## config.mk

```make
export PLATFORM = sky130hd
export DESIGN_NAME = tmba_bin_map
export DESIGN_NICKNAME = d
export VERILOG_FILES = /design/src/hw/rtl/tmba_pkg.sv /design/src/hw/rtl/tmba_bin_map.sv
export SDC_FILE = /design/constraint.sdc
export NUM_CORES = 1
export LEC_CHECK = 0
export BUFFER_PORTS_ARGS = -buffer_cell sky130_fd_sc_hd__buf_4
export CAP_MARGIN = 5
export CELL_PAD_IN_SITES_DETAIL_PLACEMENT = 1
export CELL_PAD_IN_SITES_GLOBAL_PLACEMENT = 1
export CORE_MARGIN = 1
export CORE_UTILIZATION = 35
export CTS_BUF_LIST = sky130_fd_sc_hd__clkbuf_16
export CTS_CLUSTER_DIAMETER = 150
export CTS_CLUSTER_SIZE = 8
export DETAILED_ROUTE_END_ITERATION = 12
export GPL_ROUTABILITY_DRIVEN = 0
export PLACE_DENSITY = 0.67
export SLEW_MARGIN = 20
export SYNTH_ARGS = -nofsm -noshare
export SYNTH_HDL_FRONTEND = slang
export SYNTH_SLANG_ARGS = --single-unit
```

## constraint.sdc

```tcl
create_clock -name clk -period 5.9 [get_ports clk]
set_clock_uncertainty 0.2 [all_clocks]
set_input_delay 0.59 -clock clk [delete_from_list [all_inputs] [get_ports clk]]
set_output_delay 0.59 -clock clk [all_outputs]
set_load 0.01 [all_outputs]
```

## src/hw/rtl/tmba_pkg.sv

```systemverilog
package tmba_pkg;

  // One 64-bit running sum.
  typedef logic [63:0] sum_t;

  // One memory entry: both sums of one bin and one side.
  typedef struct packed {
    sum_t amount;
    sum_t volume;
  } entry_t;

  // Session boundaries as minutes of the day.
  localparam logic [11:0] MORNING_OPEN   = 12'd570;
  localparam logic [11:0] MORNING_END    = 12'd750;
  localparam logic [11:0] AFTERNOON_OPEN = 12'd780;

  // Bins per session and the last offset inside a session.
  localparam logic [7:0] SESSION_BINS = 8'd121;
  localparam logic [7:0] SESSION_LAST = 8'd120;

  // Division by 100 as a multiply by a rounded-up reciprocal and a shift.
  // The wide form covers any 18-bit hhmmss, the narrow one any 12-bit hhmm.
  localparam logic [19:0] DIV100_WIDE_MUL   = 20'd671089;
  localparam int          DIV100_WIDE_SHIFT = 26;
  localparam logic [12:0] DIV100_NARROW_MUL   = 13'd5243;
  localparam int          DIV100_NARROW_SHIFT = 19;

  // Minutes dropped per hour when hh*100+mm becomes hh*60+mm.
  localparam logic [11:0] HOUR_GAP = 12'd40;

endpackage

```

## src/hw/rtl/tmba_bin_map.sv

```systemverilog
// Three-stage pipeline from a decimal hhmmss time to a bin index.
module tmba_bin_map #(
  parameter int NUM_BINS = 242
) (
  input  logic                          clk,
  input  logic                          rst,
  input  logic                          start,
  input  logic [17:0]                   trade_time,
  output logic                          done,
  output logic [$clog2(NUM_BINS)-1:0]   bin
);
  import tmba_pkg::*;

  localparam int ADDR_W = $clog2(NUM_BINS);

  logic        v1;
  logic        v2;
  logic [11:0] hhmm1;
  logic [11:0] hhmm2;
  logic [5:0]  hh2;
  logic [37:0] wide_prod;
  logic [24:0] narrow_prod;
  logic [11:0] minute;
  logic [11:0] offset;
  logic [7:0]  bin_raw;

  // Stage products: hhmm = hhmmss / 100, hh = hhmm / 100.
  assign wide_prod   = 38'(trade_time) * 38'(DIV100_WIDE_MUL);
  assign narrow_prod = 25'(hhmm1) * 25'(DIV100_NARROW_MUL);

  // Minute of the day and the clamped session offset.
  always_comb begin
    minute = hhmm2 - 12'(hh2) * HOUR_GAP;
    offset = '0;
    if (minute < MORNING_END) begin
      if (minute > MORNING_OPEN) begin
        offset = minute - MORNING_OPEN;
      end
    end else begin
      if (minute > AFTERNOON_OPEN) begin
        offset = minute - AFTERNOON_OPEN;
      end
    end
    if (offset > 12'(SESSION_LAST)) begin
      offset = 12'(SESSION_LAST);
    end
    if (minute < MORNING_END) begin
      bin_raw = offset[7:0];
    end else begin
      bin_raw = SESSION_BINS + offset[7:0];
    end
  end

  // Valid bits of the stages.
  always_ff @(posedge clk) begin
    if (rst) begin
      v1   <= 1'b0;
      v2   <= 1'b0;
      done <= 1'b0;
    end else begin
      v1   <= start;
      v2   <= v1;
      done <= v2;
    end
  end

  // Stage data; a bin beyond the store goes to the last bin.
  always_ff @(posedge clk) begin
    hhmm1 <= wide_prod[DIV100_WIDE_SHIFT +: 12];
    hhmm2 <= hhmm1;
    hh2   <= narrow_prod[DIV100_NARROW_SHIFT +: 6];
    if (32'(bin_raw) > NUM_BINS - 1) begin
      bin <= ADDR_W'(NUM_BINS - 1);
    end else begin
      bin <= ADDR_W'(bin_raw);
    end
  end

endmodule

```

# Yosys cells after proc, flatten, opt, wreduce, memory -nomap -nowiden

Index checks and enable logic that the tools add are counted.

Add/sub/neg operators: 4
Multipliers: 3
Order comparisons: 5
Muxes and demuxes: 5

Operators with widths:

| operator                 | number |
|---|---|
| $mul A18 B20 Y38 const B | 1 |
| $mux W12                 | 3 |
| $mul A12 B13 Y25 const B | 1 |
| $gt A12 B10 Y1 const B   | 2 |
| $sub A12 B10 Y12 const B | 2 |
| $mux W8                  | 2 |
| $gt A12 B7 Y1 const B    | 1 |
| $lt A12 B10 Y1 const B   | 1 |
| $sub A12 B12 Y12         | 1 |
| $mul A6 B3 Y9 const B    | 1 |
| $add A7 B8 Y8 const A    | 1 |
| $gt A8 B8 Y1 const B     | 1 |

Bits in registers: 41
Input bits: 21
Output and inout bits: 9
Logic and storage cells: 24

# Logic depth before layout (Yosys ltp)

Depth in word-level cells: 10
Depth in mapped cells: 24

# Worst setup path before layout

No wires, ideal clock.

Kind: input -> register
Start: in trade_time[15]
End: reg hhmm1[7]
Setup time: 135 ps
Arrival time: 5995 ps
Required time: 5565 ps
Slack: -430 ps
Stages on the path: 20
Path through: fa_1 -> inv_1 -> fa_1 -> fa_1 -> fa_1 -> fa_1 -> inv_1 -> fa_1 -> ha_1 -> a21o_1 -> a21o_1 -> a21o_1 -> a21o_1 -> a21o_1 -> a21o_1 -> a21oi_1 -> nand3b_1 -> a31oi_1 -> mux2i_1 -> o2111ai_1

Longest elaborated chain between the ends: 1

Ends and longest elaborated chain:

| element                | line               | text |
|---|---|---|
| start: declaration     | tmba_bin_map.sv:8  | `input logic [17:0] trade_time,` |
| $mul A18 B20 Y38       | tmba_bin_map.sv:28 | `assign wide_prod = 38'(trade_time) * 38'(DIV100_WIDE_MUL);` |
| net wide_prod[33]      | tmba_bin_map.sv:21 | `logic [37:0] wide_prod;` |
| end signal: assignment | tmba_bin_map.sv:69 | `hhmm1 <= wide_prod[DIV100_WIDE_SHIFT +: 12];` |
| end: declaration       | tmba_bin_map.sv:18 | `logic [11:0] hhmm1;` |

The timed path passes the listed nets, and every way through them passes these cells.
A chain may end at the register's enable or synchronous reset.

# Worst setup path in the final report

Same ends and word-level chain as after synthesis.

==> results by group <==
Status
  • Status: complete, but fails checks
  • Violated checks: negative setup slack

Flow run
  • Max-cap violations: 0

Synthesis
  • Yosys cell types: 77
  • Cells after Synth: about 1,100
  • Number of synthesized register bits: 41
  • Ys Warns: 0
  • Syn Nets: ~1,500
  • Avg Inst Size Synth: about 10 um^2
  • Post-synthesis mux area share: 0.714%
  • Post-Synth XOR/XNOR Area: around 3.0%
  • Synth Area in Adders: 61.4%
  • Synthesized area: around 0.011 mm^2
  • Compound-Gate Fraction of Synth Area: 10.0%
  • Dominant synthesized flop cell: dfxtp_1
  • Post-synth EDFFs: 0
  • Seq/Total Area, Yosys: under 10%
  • Simple logic cell fraction of the synthesized area: between 7 and 8%
  • Fraction of registers with async set/reset: 0%
  • Largest family of logic cells by synthesized area: adder cells

Global routing
  • Met2 Track Usage GR: 33.6%
  • Initial antenna violation count: 0
  • Met1 usage: a little under a quarter
  • Gr busiest metal: met2
  • M3 GR Usage: roughly 1.0%
  • First-pass GRT wire length: about 44,000 um
  • Largest net degree at the start of global routing: 14
  • Aggregate global-route resource usage: 18.0%
  • Vias in the first global route: 8,621
  • Grt ovf: 0

Setup path
  • CP bufs+invs: 3
  • Crit path launch: trade_time[15]
  • Critical R2R Launch: hhmm1[9]
  • Required time of the critical path: just under 6 ns
  • R2R Path End: hh2[4]
  • Critical path class: in2reg
  • Reg2reg path depth: 19
  • Path length in cells of the critical path: 21
  • Crit-path most repeated cell: a21o_1
  • Critical path launch point type: input port
  • Register-to-register setup slack: around 0.27 ns
  • Crit path capture type: flop
  • Delay-heaviest family, CP: adder cells
  • WP data arrival: around 6 ns
  • CP Capture Point: hhmm1[7]
  • Worst-path cell chain: buf_6 -> fa_2 -> inv_2 -> fa_2 -> fa_1 -> fa_1 -> inv_1 -> fa_1 -> fa_1 -> ha_4 -> a21o_1 -> a21o_1 -> a21o_1 -> a21o_1 -> a21o_1 -> a21o_1 -> a21oi_4 -> nand3b_1 -> a31oi_4 -> mux2i_1 -> o2111ai_1
  • Crit path max fanout: 3
  • Crit path max-delay cell type: fa_1
  • CP max stage delay: roughly 0.6 ns

CTS
  • TritonCTS clock tree: built
  • CTS Sinks: slightly above 40
  • Hold-fix buffers, CTS: 0
  • Clk root buf: clkbuf_16
  • CTS buffer count: 5
  • CTS Buffer Depth: 2
  • Worst skew pair latency: 0.29 ns
  • Htree depth: 2
  • Reg clk slew, reported paths: 0.06 ns

Floorplanning
  • Chip Width: ~180 um
  • Num rows: 63
  • Core area: approximately 0.030 mm^2
  • Die ar.: around 0.031 mm^2
  • Io pins: 30
  • Die height: around 180 um
  • Starting density of the core: 35.5%

Cells and area
  • Antenna Cells: 0
  • Flip-flop and latch area: 821 um^2
  • Share of cells above drive strength 1: between 10% and 20%
  • # fillers: between 3,000 and 4,000
  • Final net count: 1,605
  • Area growth, synth to finish: 15.8%
  • Multi-input gate area: a little under 0.009 mm^2

Place
  • I/O Buffers: 29
  • Setup WS pre-CTS: -0.494 ns
  • Detailed placement HPWL: around 23,000 um

Timing
  • Slew @ Worst Pin: 0.588 ns
  • Max-slew headroom: between 60% and 70%
  • RSZ-0062 raised after global routing: true
  • Final count of negative-setup-slack endpoints: 4
  • Max Clk Rate: about 170 MHz
  • Final Hold Vio Count: 0
  • Final worst path period need: between 6 and 7 ns
  • Final count of pins violating max slew: 0
  • Fin Hold WS: roughly 0.24 ns
  • Setup TNS Final: -0.257 ns
  • Final period util: 102%
  • Fin worst setup slack: -0.139 ns

Route
  • Pre-antenna DRT Iters: 4
  • Antenna-violating nets left: 0
  • DR vias: between 7,000 and 8,000
  • Iter 0 DRT Violations: 195
  • Routed wire length: around 26,000 um
  • Via density: between 4 and 5
  • # DRC: 0
  • DR WL/cell: between 15 and 20 um

Hold path
  • Hold/Removal Path Class: reg2reg
==> sequential cells by signal, indices dropped and copies added (netlist names) <==
signal	cells
hh2	6
done	1
v1	1
hhmm1	12
hhmm2	12
v2	1
bin	8
==> Yosys cell counts, types with 3 or more instances <==
cell type | count | area [um^2]
nor4_1 | 6 | 37.5
nor3b_1 | 3 | 22.5
nor2_1 | 29 | 109
xnor2_1 | 16 | 140
a2111oi_1 | 3 | 30.0
o21bai_1 | 3 | 22.5
ha_1 | 252 | 3150
mux2i_1 | 6 | 60.1
and3_1 | 3 | 18.8
nand2_1 | 26 | 97.6
nor2b_1 | 8 | 50.1
a211oi_1 | 13 | 97.6
o2111ai_1 | 4 | 35.0
o21a_1 | 7 | 52.6
o21ai_0 | 16 | 80.1
nand3_1 | 14 | 70.1
nor3_1 | 14 | 70.1
fa_1 | 165 | 3300
xor2_1 | 12 | 105
a21o_1 | 23 | 173
a31oi_1 | 7 | 43.8
or2_2 | 6 | 37.5
o31ai_1 | 3 | 22.5
inv_1 | 267 | 1000
or3_1 | 5 | 31.3
nand3b_1 | 4 | 30.0
a41oi_1 | 3 | 26.3
o211ai_1 | 4 | 30.0
a21oi_1 | 25 | 125
o22ai_1 | 3 | 18.8
nand2b_1 | 4 | 25.0
nand4_1 | 3 | 18.8
a21boi_0 | 3 | 22.5
and2_1 | 3 | 18.8
dfxtp_1 | 41 | 821
==> kinds of logic after synthesis <==
family                   count (synthesis)
adder cells (fa/ha/maj)                417
multiplexers                             7
XOR/XNOR                                31
flip-flops                              41
AO/OA/AOI/OAI                          144
buffers and inverters                  272
AND/OR/NAND/NOR                        143
==> stage by stage <==
stage | utilization [%] | area [um^2] | cells
floorplan | - | 10500 | 1055
global placement | 39.8 | 11800 | 1547
finish | 41.1 | 12200 | 1558
CTS | 40.6 | 12000 | 1556
global route | 41.1 | 12200 | 1558
detailed placement | 39.8 | 11800 | 1547
==> final cells by class <==
| cell class | count | area share, % |
|---|---|---|
| Multi-Input combinational cell | 742 | 72.8 |
| Clock buffer | 5 | 1.03 |
| Tap cell | 390 | 4.01 |
| Timing Repair Buffer | 110 | 6.87 |
| Clock inverter | 3 | 0.349 |
| Sequential cell | 41 | 6.74 |
| Inverter | 267 | 8.23 |
==> worst min path at each step <==
stage	cells past startpoint	startpoint	slack (ns)	to
3_3_place_gp	1	v2	0.22	done
2_1_floorplan	0	hhmm1[8]	0.21	hhmm2[8]
3_5_place_dp	1	v2	0.24	done
5_1_grt	1	v2	0.26	done
6_report	1	v1	0.24	v2
4_1_cts	1	v1	0.25	v2
==> worst register-to-register path: cells and delay by family (launching register included) <==
kind                       cells  cell delay [ns]
adders and majority gates      6             2.98
AOI/OAI and AO/OA              5             1.10
buffers and inverters          4             0.47
and+or+nand+nor                3             0.34
DFF                            1             0.33
xor gates and xnor gates       1             0.13
==> placed cells by master (no fill, tap or decap), drive strengths merged, types with 3 or more instances in the layout <==
cell     count
a2111oi      3
a211oi      13
a21boi       5
a21o        23
a21oi       28
a31o         3
a31oi        7
a41oi        3
and2         4
and3         3
buf        110
clkbuf       5
dfxtp       41
fa         165
ha         252
inv        268
mux2i        6
nand2       28
nand2b       4
nand3       14
nand3b       4
nand4        3
nor2        29
nor2b        8
nor3        14
nor3b        3
nor4         6
o2111ai      4
o211ai       5
o21a         7
o21ai       19
o21bai       3
o22ai        3
o31ai        4
or2          8
or3          5
xnor2       16
xor2        14
==> routing by layer <==
metal	wire, um	vias up
li1	-	3681
met3	268	26
met4	452	0
met5	0	-
met1	11400	3847
met2	14000	50
==> timing repair <==
| item | in CTS | in global routing |
|---|---|---|
| setup buffers | 1 | 4 |
| setup endpoints to repair | 8 | 18 |
| pin swaps | 4 | 19 |
| resized for setup | 13 | 23 |
Power is left out: the tool's default activity adds up to more than one toggle a clock period on the data nets, which glitch-free logic cannot reach.
